**config.mk**
```make
export PLATFORM = sky130hd
export DESIGN_NAME = scaled_glyph_row_blitter
export DESIGN_NICKNAME = d
export VERILOG_FILES = /design/src/rtl/core/sgb_pkg.sv /design/src/rtl/core/sgb_expand.sv /design/src/rtl/core/sgb_row_seq.sv /design/src/rtl/core/scaled_glyph_row_blitter.sv
export SDC_FILE = /design/constraint.sdc
export NUM_CORES = 1
export LEC_CHECK = 0
export BUFFER_PORTS_ARGS = -buffer_cell sky130_fd_sc_hd__buf_2
export CORE_MARGIN = 3
export CORE_UTILIZATION = 55
export DETAILED_ROUTE_END_ITERATION = 10
export PLACE_DENSITY = 0.78
export REMOVE_ABC_BUFFERS = 1
export SYNTH_ARGS = -nofsm -noshare
export SYNTH_HDL_FRONTEND = slang
export SYNTH_HIERARCHICAL = 1
export SYNTH_SLANG_ARGS = --single-unit
```
**constraint.sdc**
```tcl
create_clock -name clk_i -period 6.2 [get_ports clk_i]
set_input_delay 0.31 -clock clk_i [delete_from_list [all_inputs] [get_ports clk_i]]
set_output_delay 0.31 -clock clk_i [all_outputs]
set_load 0.01 [all_outputs]
```
**src/rtl/core/sgb_pkg.sv**
```systemverilog
// Shared constants, register indexes and types for the scaled glyph row blitter.
package sgb_pkg;

  // Default limits handed to the top level parameters
  localparam int SGB_MAX_SCALE_SHIFT = 3;
  localparam int SGB_MAX_CANVAS_DIM  = 2048;
  localparam int SGB_MAX_GLYPH_ROWS  = 32;

  localparam int BitsPerByte = 8;
  localparam int MaskW       = BitsPerByte << 3;  // eight font bits at the largest scale
  localparam int CntW        = 3;                 // row counter for up to eight rows
  localparam int PosW        = 14;                // signed working width for positions

  localparam int CfgIdxW  = 3;
  localparam int CfgDataW = 24;

  localparam logic [CfgIdxW-1:0] REG_CANVAS_WIDTH  = 3'd0;
  localparam logic [CfgIdxW-1:0] REG_CANVAS_HEIGHT = 3'd1;
  localparam logic [CfgIdxW-1:0] REG_GLYPH_WIDTH   = 3'd2;
  localparam logic [CfgIdxW-1:0] REG_SCALE_SHIFT   = 3'd3;
  localparam logic [CfgIdxW-1:0] REG_FG_COLOR      = 3'd4;

  localparam logic [11:0] CANVAS_WIDTH_RST  = 12'd640;
  localparam logic [11:0] CANVAS_HEIGHT_RST = 12'd480;
  localparam logic [5:0]  GLYPH_WIDTH_RST   = 6'd8;
  localparam logic [1:0]  SCALE_SHIFT_RST   = 2'd0;
  localparam logic [23:0] FG_COLOR_RST      = 24'hFFFFFF;

  // Effective configuration after clamping and saturation
  typedef struct packed {
    logic [11:0] canvas_w;
    logic [11:0] canvas_h;
    logic [5:0]  glyph_w;
    logic [1:0]  scale;
    logic        row_ok;     // glyph row below the row limit
  } sgb_cfg_t;

  // Per-request data handed to the row sequencer
  typedef struct packed {
    logic signed [PosW-1:0] start_x;
    logic signed [PosW-1:0] base_y;
    logic [MaskW-1:0]       mask;
    logic [CntW-1:0]        last_cnt;
  } sgb_item_t;

endpackage

```
**src/rtl/core/sgb_expand.sv**
```systemverilog
// Horizontal expansion and clipping of one font byte into a row write mask.
module sgb_expand (
  input  sgb_pkg::sgb_cfg_t  cfg_i,
  input  logic signed [11:0] origin_x_i,
  input  logic signed [11:0] origin_y_i,
  input  logic [4:0]         glyph_row_i,
  input  logic [1:0]         byte_column_i,
  input  logic [7:0]         font_byte_i,
  output sgb_pkg::sgb_item_t item_o
);
  import sgb_pkg::*;

  logic signed [PosW-1:0] start_x;
  logic signed [PosW:0]   lo_bound;
  logic signed [PosW:0]   hi_bound;
  logic [BitsPerByte-1:0] col_keep;
  logic [MaskW-1:0]       mask;

  assign start_x = PosW'(origin_x_i) + (PosW'({byte_column_i, 3'b000}) << cfg_i.scale);

  // Pixel k is on canvas when lo_bound <= k < hi_bound
  assign lo_bound = -(PosW+1)'(start_x);
  assign hi_bound = $signed({3'b000, cfg_i.canvas_w}) - (PosW+1)'(start_x);

  always_comb begin
    for (int dx = 0; dx < BitsPerByte; dx++) begin
      col_keep[dx] = font_byte_i[BitsPerByte-1-dx] &&
                     ({1'b0, byte_column_i, 3'b000} + 6'(dx) < cfg_i.glyph_w);
    end
  end

  always_comb begin
    logic [5:0]           k_u;
    logic [5:0]           dx;
    logic signed [PosW:0] k_s;
    for (int k = 0; k < MaskW; k++) begin
      k_u = 6'(k);
      k_s = (PosW+1)'(k);
      dx  = k_u >> cfg_i.scale;
      mask[k] = cfg_i.row_ok && (dx < 6'(BitsPerByte)) && col_keep[dx[2:0]] &&
                (k_s >= lo_bound) && (k_s < hi_bound);
    end
  end

  assign item_o.start_x  = start_x;
  assign item_o.base_y   = PosW'(origin_y_i) + (PosW'(glyph_row_i) << cfg_i.scale);
  assign item_o.mask     = mask;
  assign item_o.last_cnt = CntW'((4'd1 << cfg_i.scale) - 4'd1);

endmodule

```
**src/rtl/core/sgb_row_seq.sv**
```systemverilog
// Row sequencer: steps through the destination rows and registers one result per cycle.
module sgb_row_seq (
  input  logic               clk_i,
  input  logic               rst_ni,
  input  sgb_pkg::sgb_cfg_t  cfg_i,
  input  logic [23:0]        color_i,
  input  logic               load_i,
  input  sgb_pkg::sgb_item_t item_i,
  output logic               free_o,
  output logic               result_valid_o,
  output logic signed [12:0] row_y_o,
  output logic signed [12:0] row_start_x_o,
  output logic [21:0]        row_address_o,
  output logic [63:0]        write_mask_o,
  output logic [23:0]        pixel_color_o,
  output logic               row_visible_o,
  output logic               last_row_o
);
  import sgb_pkg::*;

  logic                   act_q, act_d;
  logic [CntW-1:0]        cnt_q, cnt_d;
  sgb_item_t              item_q;
  logic                   at_last;
  logic signed [PosW-1:0] ry;
  logic                   vis;
  logic [23:0]            prod;

  logic                   valid_q;
  logic signed [12:0]     row_y_q;
  logic signed [12:0]     start_x_q;
  logic [21:0]            addr_q;
  logic [MaskW-1:0]       mask_q;
  logic [23:0]            color_q;
  logic                   vis_q;
  logic                   last_q;

  assign at_last = (cnt_q == item_q.last_cnt);
  assign free_o  = !act_q || at_last;

  assign ry   = item_q.base_y + PosW'(cnt_q);
  assign vis  = (ry >= 0) && (ry < $signed({2'b00, cfg_i.canvas_h}));
  assign prod = ry[11:0] * cfg_i.canvas_w;

  always_comb begin
    act_d = act_q;
    cnt_d = cnt_q;
    if (load_i && free_o) begin
      act_d = 1'b1;
      cnt_d = '0;
    end else if (act_q) begin
      if (at_last) begin
        act_d = 1'b0;
      end else begin
        cnt_d = cnt_q + 1'b1;
      end
    end
  end

  always_ff @(posedge clk_i or negedge rst_ni) begin
    if (!rst_ni) begin
      act_q   <= 1'b0;
      cnt_q   <= '0;
      valid_q <= 1'b0;
    end else begin
      act_q   <= act_d;
      cnt_q   <= cnt_d;
      valid_q <= act_q;
    end
  end

  always_ff @(posedge clk_i) begin
    if (load_i && free_o) begin
      item_q <= item_i;
    end
    if (act_q) begin
      row_y_q   <= ry[12:0];
      start_x_q <= item_q.start_x[12:0];
      addr_q    <= vis ? prod[21:0] : '0;
      mask_q    <= vis ? item_q.mask : '0;
      color_q   <= color_i;
      vis_q     <= vis;
      last_q    <= at_last;
    end
  end

  assign result_valid_o = valid_q;
  assign row_y_o        = row_y_q;
  assign row_start_x_o  = start_x_q;
  assign row_address_o  = addr_q;
  assign write_mask_o   = mask_q;
  assign pixel_color_o  = color_q;
  assign row_visible_o  = vis_q;
  assign last_row_o     = last_q;

`ifndef SYNTH
  a_hidden_row_blank: assert property (@(posedge clk_i) disable iff (!rst_ni)
    valid_q && !vis_q |-> (mask_q == '0) && (addr_q == '0))
    else $error("off-canvas row carries a mask or an address");

  a_rows_continue: assert property (@(posedge clk_i) disable iff (!rst_ni)
    valid_q && !last_q |=> valid_q)
    else $error("row sequence broken before its last row");

  a_row_step: assert property (@(posedge clk_i) disable iff (!rst_ni)
    valid_q && !last_q |=> row_y_q == $past(row_y_q) + 13'sd1)
    else $error("destination rows do not advance by one");
`endif

endmodule

```
**src/rtl/core/scaled_glyph_row_blitter.sv**
```systemverilog
// Flow: with the row sequencer idle, an accepted request passes the input register and the
// sequencer's item register before its first row strobes from the result register; rows
// then follow one per cycle, 2^scale_shift rows per request. The row sequencer takes
// the next request at the edge that registers the last row of the one before; one
// request waits in the input register meanwhile and busy_o holds off the next.
// Reset: rst_ni clears all control state and restores the register defaults; no result stall.
module scaled_glyph_row_blitter #(
  parameter int MAX_SCALE_SHIFT = sgb_pkg::SGB_MAX_SCALE_SHIFT,
  parameter int MAX_CANVAS_DIM  = sgb_pkg::SGB_MAX_CANVAS_DIM,
  parameter int MAX_GLYPH_ROWS  = sgb_pkg::SGB_MAX_GLYPH_ROWS
) (
  input  logic                          clk_i,
  input  logic                          rst_ni,
  input  logic                          cfg_valid_i,
  output logic                          cfg_ready_o,
  input  logic [sgb_pkg::CfgIdxW-1:0]   cfg_index_i,
  input  logic [sgb_pkg::CfgDataW-1:0]  cfg_data_i,
  input  logic                          start_i,
  output logic                          busy_o,
  input  logic signed [11:0]            origin_x_i,
  input  logic signed [11:0]            origin_y_i,
  input  logic [4:0]                    glyph_row_i,
  input  logic [1:0]                    byte_column_i,
  input  logic [7:0]                    font_byte_i,
  output logic                          result_valid_o,
  output logic signed [12:0]            row_y_o,
  output logic signed [12:0]            row_start_x_o,
  output logic [21:0]                   row_address_o,
  output logic [63:0]                   write_mask_o,
  output logic [23:0]                   pixel_color_o,
  output logic                          row_visible_o,
  output logic                          last_row_o
);
  import sgb_pkg::*;

  logic [11:0] canvas_w_q;
  logic [11:0] canvas_h_q;
  logic [5:0]  glyph_w_q;
  logic [1:0]  scale_q;
  logic [23:0] fg_color_q;

  logic               in_valid_q, in_valid_d;
  logic signed [11:0] ox_q;
  logic signed [11:0] oy_q;
  logic [4:0]         grow_q;
  logic [1:0]         bcol_q;
  logic [7:0]         fbyte_q;

  logic      accept;
  logic      seq_free;
  logic      hand_over;
  sgb_cfg_t  cfg_eff;
  sgb_item_t item;

  assign cfg_ready_o = 1'b1;

  always_ff @(posedge clk_i or negedge rst_ni) begin
    if (!rst_ni) begin
      canvas_w_q <= CANVAS_WIDTH_RST;
      canvas_h_q <= CANVAS_HEIGHT_RST;
      glyph_w_q  <= GLYPH_WIDTH_RST;
      scale_q    <= SCALE_SHIFT_RST;
      fg_color_q <= FG_COLOR_RST;
    end else if (cfg_valid_i && cfg_ready_o) begin
      case (cfg_index_i)
        REG_CANVAS_WIDTH:  canvas_w_q <= cfg_data_i[11:0];
        REG_CANVAS_HEIGHT: canvas_h_q <= cfg_data_i[11:0];
        REG_GLYPH_WIDTH:   glyph_w_q  <= cfg_data_i[5:0];
        REG_SCALE_SHIFT:   scale_q    <= cfg_data_i[1:0];
        REG_FG_COLOR:      fg_color_q <= cfg_data_i[23:0];
        default: ;
      endcase
    end
  end

  // Clamp canvas dimensions, saturate the scale and flag out-of-range glyph rows
  always_comb begin
    cfg_eff.canvas_w = (int'(canvas_w_q) > MAX_CANVAS_DIM) ? 12'(MAX_CANVAS_DIM) : canvas_w_q;
    cfg_eff.canvas_h = (int'(canvas_h_q) > MAX_CANVAS_DIM) ? 12'(MAX_CANVAS_DIM) : canvas_h_q;
    cfg_eff.glyph_w  = glyph_w_q;
    cfg_eff.scale    = (int'(scale_q) > MAX_SCALE_SHIFT) ? 2'(MAX_SCALE_SHIFT) : scale_q;
    cfg_eff.row_ok   = int'(grow_q) < MAX_GLYPH_ROWS;
  end

  // Hold the request until the sequencer can take it
  assign hand_over = in_valid_q && seq_free;
  assign busy_o    = in_valid_q && !seq_free;
  assign accept    = start_i && !busy_o;

  always_comb begin
    in_valid_d = in_valid_q;
    if (accept) begin
      in_valid_d = 1'b1;
    end else if (hand_over) begin
      in_valid_d = 1'b0;
    end
  end

  always_ff @(posedge clk_i or negedge rst_ni) begin
    if (!rst_ni) begin
      in_valid_q <= 1'b0;
    end else begin
      in_valid_q <= in_valid_d;
    end
  end

  always_ff @(posedge clk_i) begin
    if (accept) begin
      ox_q    <= origin_x_i;
      oy_q    <= origin_y_i;
      grow_q  <= glyph_row_i;
      bcol_q  <= byte_column_i;
      fbyte_q <= font_byte_i;
    end
  end

  sgb_expand u_expand (
    .cfg_i         (cfg_eff),
    .origin_x_i    (ox_q),
    .origin_y_i    (oy_q),
    .glyph_row_i   (grow_q),
    .byte_column_i (bcol_q),
    .font_byte_i   (fbyte_q),
    .item_o        (item)
  );

  sgb_row_seq u_row_seq (
    .clk_i          (clk_i),
    .rst_ni         (rst_ni),
    .cfg_i          (cfg_eff),
    .color_i        (fg_color_q),
    .load_i         (in_valid_q),
    .item_i         (item),
    .free_o         (seq_free),
    .result_valid_o (result_valid_o),
    .row_y_o        (row_y_o),
    .row_start_x_o  (row_start_x_o),
    .row_address_o  (row_address_o),
    .write_mask_o   (write_mask_o),
    .pixel_color_o  (pixel_color_o),
    .row_visible_o  (row_visible_o),
    .last_row_o     (last_row_o)
  );

`ifndef SYNTH
  a_busy_means_rows: assert property (@(posedge clk_i) disable iff (!rst_ni)
    busy_o |=> result_valid_o)
    else $error("busy without a row in flight");

  a_hand_over_rows: assert property (@(posedge clk_i) disable iff (!rst_ni)
    hand_over |=> ##1 result_valid_o)
    else $error("request handed over but no row followed");

  a_accept_held: assert property (@(posedge clk_i) disable iff (!rst_ni)
    accept |=> in_valid_q)
    else $error("accepted request not held in the input register");
`endif

endmodule
```
# Word-level counts from Yosys, hierarchy flattened
# Index checks and enable logic that the tools add are counted.
# word_totals
register_bits,333
# classes
n_addsub,14
multipliers,1
order_cmp,268
n_eq_ne,6
shift,67
mux,138
n_reduce_logical,217
# ops
cell,count
">= comparator 7 x 15 -> 1 bit, first input constant",32
"< comparator 7 x 15 -> 1 bit, first input constant",32
"< comparator 6 x 4 -> 1 bit, second input constant",64
"< comparator 3 x 4 -> 1 bit, second input constant",64
">= comparator 6 x 15 -> 1 bit, first input constant",16
"< comparator 6 x 15 -> 1 bit, first input constant",16
logical AND 1 bit,204
binary-select mux 1 bit (select 3 bit),64
">> shifter 6 x 2 -> 6 bit, first input constant",32
">= comparator 5 x 15 -> 1 bit, first input constant",8
"< comparator 5 x 15 -> 1 bit, first input constant",8
">> shifter 5 x 2 -> 6 bit, first input constant",16
2-to-1 mux 1 bit,69
">= comparator 4 x 15 -> 1 bit, first input constant",4
"< comparator 4 x 15 -> 1 bit, first input constant",4
">> shifter 4 x 2 -> 6 bit, first input constant",8
< comparator 6 bit,7
">= comparator 3 x 15 -> 1 bit, first input constant",2
"< comparator 3 x 15 -> 1 bit, first input constant",2
adder 14 bit,2
<< shifter 5 x 2 -> 14 bit,2
"adder 5 x 3 -> 6 bit, second input constant",4
"greater-than comparator 12 bit, second input constant",2
2-to-1 mux 12 bit,2
other kinds (30),47

# Depth between registers and ports, before layout
# depth
depth_word,8
depth_mapped,25

# Modules after synthesis
# Netlist, hierarchy kept.
# by_module_without_submodules
mod,instances,cells_each,area_each_um2,seq_area_each_um2
sgb_row_seq,1,934,12786.0,7091.8
sgb_expand,1,985,6018.3,0.0
scaled_glyph_row_blitter,1,195,3632.2,2636.3

# Worst setup path before layout
# OpenSTA, ideal clock, no wires.
# synth_timing
path_kind,register to register
start,register u_row_seq.cnt_q[0]
end,"register u_row_seq.addr_q[20], in the netlist u_row_seq/row_address_o[20], data pin"
t_arrival_ns,6.100
t_required_ns,5.945
setup_slack_ns,-0.155
stages_incl_launch_ff,24
synth_period_minus_slack_ns,6.355
cell_sequence,dfrtp_1 -> ha_1 -> fa_1 -> a21o_1 -> nand3_2 -> xnor2_1 -> clkbuf_1 -> nand2_1 -> fa_1 -> inv_1 -> fa_1 -> fa_1 -> fa_1 -> inv_1 -> fa_1 -> inv_1 -> ha_1 -> a21oi_1 -> nor3b_1 -> nand4_1 -> a31oi_1 -> a21oi_1 -> xor2_1 -> and2_1
# synth_via
elab_chain_cells,3
elab_cells_between_ends,5
cone_classes,add/sub: 1; mul: 1; order compare: 2; reduce/logical: 1
# synth_lines
element,line,source
start: declaration,sgb_row_seq.sv:22,"logic [CntW-1:0] cnt_q, cnt_d;"
start signal: assignment,sgb_row_seq.sv:67,cnt_q <= cnt_d;
adder 14 x 3 -> 14 bit *,sgb_row_seq.sv:41,assign ry = item_q.base_y + PosW'(cnt_q);
named net u_row_seq.ry[8],sgb_row_seq.sv:25,logic signed [PosW-1:0] ry;
"parallel branches: the longest is 2 deep, another holds multiplier 12 x 12 -> 22 bit",--,
end signal: assignment,sgb_row_seq.sv:79,addr_q <= vis ? prod[21:0] : '0;
end: declaration,sgb_row_seq.sv:32,logic [21:0] addr_q;
# Mark *: on every way through the listed nets, which the timed path passes.
# A chain may end at the register's enable or synchronous reset.

# Final worst setup path
# layout_timing
start,register u_row_seq/item_q[67] (netlist name)
end,"register u_row_seq.addr_q[21], in the netlist u_row_seq/row_address_o[21], data pin"
# layout_via
elab_chain_cells,3
elab_cells_between_ends,5
cone_classes,add/sub: 1; mul: 1; order compare: 2; reduce/logical: 1
# layout_lines
element,line,source
start: declaration,sgb_row_seq.sv:23,sgb_item_t item_q;
start signal: assignment,sgb_row_seq.sv:74,item_q <= item_i;
adder 14 x 3 -> 14 bit *,sgb_row_seq.sv:41,
"parallel branches: the longest is 2 deep, another holds multiplier 12 x 12 -> 22 bit",--,
# Every way passes the cells marked *.

==> impl_metrics.py <==
metrics = {
    "layout": {
        "multi_input_area_sq_mm": 0.0119,
        "fin_nets": 2693,
        "diodes": 0,
        "drive_gt1_frac": 0.242,
        "synthToLayoutAreaGrowth_pct": 18.7,
        "seq_area_sq_mm": 0.00973,
        "n_fill_cell": 3032,
    },
    "die": {
        "io-pin-count": 211,
        "chipWidth_um": 208,
        "fp.coreArea_sq_mm": 0.0400,
        "die_h_um": 208,
        "die_area_sq_mm": 0.0433,
        "start_util": 0.561,
        "rows": 73,
    },
    "clocking": {
        "cts.htree.levels": 2,
        "path_clk_slew_ns": 0.06,
        "cts_buffers": 35,
        "clock_path_buffers": 3,
        "worstSkewPairLatency_ns": 0.57,
        "cts_root_buffer": "clkbuf_16",
        "numClockSinks": 333,
        "cts_tree": "done",
    },
    "job": {
        "maxCapViolCount": 0,
    },
    "timing": {
        "setup_viol": 0,
        "max_freq_mhz": 164,
        "slew_headroom": 0.202,
        "period_minus_slack_ns": 6.10,
        "finalClockSkew_ns": 0.0345,
        "finalCritPeriodShare": 0.983,
        "worst_slew_pin_slew_ns": 1.18,
        "fin_hold_ws_ns": 0.0160,
        "slew_viol_final": 0,
        "hold_violations": 0,
    },
    "synthesis": {
        "synthMuxAreaShare": 0.0501,
        "synth-simple-area-share": 0.159,
        "synth_edf_count": 271,
        "synth-compound-area-share": 0.130,
        "yosysSeqAreaShare": 0.434,
        "synth_xor_area_frac": 0.0265,
        "synthAdderAreaFrac": 0.148,
        "syn_area_sq_mm": 0.0224,
        "ys_warn_count": 6,
        "yosys.cell_types.count": 104,
        "synth_cells": 2114,
        "async_flop_share": 0.186,
        "yosys_register_bits": 333,
        "synth-main-ff-cell": "edfxtp_1",
        "avgSynthCellArea_sq_um": 10.6,
        "synth_top_family_by_area": "simple AND/OR/NAND/NOR gates",
    },
    "route": {
        "via_count": 17715,
        "via_per_inst": 5.96,
        "firstDrtPassIters": 6,
        "drc": 0,
        "drtAntennaViolNets": 0,
        "drt-total-wl_um": 67100,
        "post_drt_wl_per_cell_um": 22.6,
        "drt_iter0_drc": 1898,
    },
    "grt": {
        "grt_antenna_before_repair": 1,
        "track_usage": 0.303,
        "grt_max_degree": 83,
        "grt_pass1_wl_um": 103000,
        "grt-ovfl-total": 0,
        "first_global_vias": 17574,
    },
    "setup_path": {
        "path_class": "register to register",
        "rr_startpoint": "u_row_seq/item_q[67]",
        "worstPathArrival_ns": 6.42,
        "cp_max_fo": 4,
        "critPathCaptureType": "register",
        "crit_required_ns": 6.52,
        "start_kind": "register",
        "startpoint": "u_row_seq/item_q[67]",
    },
    "placement": {
        "finalWeightedCongestion": 1.01,
        "dpl.hpwl_um": 48500,
        "port-buffer-count": 209,
    },
    "outcome": {
        "status": "finished clean",
    },
    "worst_hold_path": {
        "hp-start": "cfg_data_i[8]",
        "hp-class": "primary input to register",
    },
}
-- registers in the layout, summed over array words and instances, names as in the netlist, 13 cells and up --
name                     count
u_row_seq/write_mask_o      64
u_row_seq/item_q            94
u_row_seq/pixel_color_o     24
u_row_seq/row_start_x_o     13
u_row_seq/row_y_o           13
fg_color_q                  24
u_row_seq/row_address_o     22
-- area by class of cell --
class / count / area share
inverter: 169 / 0.0238
clock inverter: 24 / 0.0101
clock buffer: 39 / 0.0338
timing repair buffer: 387 / 0.0961
sequential: 333 / 0.365
tap: 525 / 0.0247
multi-input combinational: 1495 / 0.446
-- through the flow --
stage / setup WS (ns) / cell area (sq um) / setup TNS (ns) / instances / util
after floorplan: -0.158 / 21900 / -0.158 / 1997 / -
after global placement: 0.0245 / 24400 / 0 / 2830 / 0.610
after detailed placement: -0.179 / 24400 / -0.443 / 2830 / 0.610
after CTS: 0.00242 / 26100 / 0 / 2948 / 0.654
after global routing: -0.0485 / 26600 / -0.0764 / 2972 / 0.666
final: 0.104 / 26600 / 0 / 2972 / 0.666
-- Yosys cell counts, types with 38 or more instances --
cell | instances | area [sq um]
a211oi_1 | 38 | 285
mux2_2 | 42 | 473
nand2_1 | 206 | 773
inv_1 | 163 | 612
fa_1 | 103 | 2060
a21oi_1 | 126 | 631
and2_1 | 164 | 1030
ha_1 | 99 | 1240
xnor2_1 | 40 | 350
o21ai_0 | 116 | 581
clkbuf_1 | 87 | 327
edfxtp_1 | 271 | 8140
nor2b_1 | 38 | 238
nor2_1 | 116 | 435
-- worst max-delay path, cell delays in order, from the launching register on --
cell and delay, ns:
edfxtp_1 0.39, ha_2 0.22, fa_2 0.38, a21o_4 0.26, nand4_1 0.14, xnor2_2 0.17
buf_4 0.18, buf_6 0.11, nand2_2 0.07, fa_2 0.38, fa_1 0.49, fa_1 0.52
inv_1 0.05, fa_1 0.50, inv_2 0.04, fa_1 0.49, inv_2 0.05, ha_4 0.28
o21ai_2 0.06, nor2_2 0.13, a41o_1 0.24, nand4_1 0.16, a32oi_1 0.28, xnor2_1 0.10
and2_1 0.15
-- layout by cell type (no fill, tap or decap), drive strengths merged, types with 18 or more instances in the layout --
| cell type | instances |
|---|---|
| inv | 171 |
| a2111oi | 26 |
| edfxtp | 271 |
| and2 | 167 |
| ha | 99 |
| a21oi | 128 |
| clkbuf | 39 |
| dfrtp | 31 |
| dfstp | 31 |
| xnor2 | 40 |
| nand3 | 29 |
| mux2 | 62 |
| and3 | 18 |
| nor3 | 22 |
| a21o | 20 |
| o211ai | 20 |
| buf | 332 |
| mux2i | 26 |
| a211oi | 39 |
| fa | 103 |
| nand2 | 206 |
| xor2 | 22 |
| dlygate4sd3 | 55 |
| nor2 | 121 |
| nor2b | 38 |
| o21ai | 123 |
-- layer usage --
layer  global-route usage  share of wire  wire (um)
met2                0.459           0.45      30000
met5                    0        0.00019         13
met4               0.0674          0.022       1450
met1                0.445           0.43      29000
met3               0.0767          0.098       6600
-- what timing repair did --
item / 4_1_cts / 5_1_grt
setup endpoints to repair: 6 / 10
pin swaps: 7 / 58
setup buffers: 1 / 24
gates resized for setup: 7 / 66
cloned: 0 / 0
hold buffers: 54 / 1
endpoints found under the hold margin: 84 / 1
-- kinds of logic (layout without fill, tap and decap cells) --
group | count (synthesis) | after routing
simple gates | 683 | 683
compound gates | 449 | 449
flops | 333 | 333
buf+inv | 288 | 619
fa+ha+maj | 204 | 204
mux | 92 | 92
xor+xnor | 64 | 64
other cells | 1 | 3
-- path summary, 6_finish.rpt --
kind                                                    end  slack, ns  depth (start not counted)
worst max-delay path            u_row_seq/row_address_o[21]       0.10                         24
worst min-delay path                          fg_color_q[8]       0.02                          2
worst max register to register  u_row_seq/row_address_o[21]       0.10                         24
worst min register to register   u_row_seq/row_start_x_o[9]       0.40                          0
max in group asynchronous                   u_row_seq/act_q       5.13                          3
min in group asynchronous                     canvas_h_q[1]       0.47                          3
Power is not shown: default switching activity piles up to over one toggle a cycle in this logic, so the estimate is an artifact.
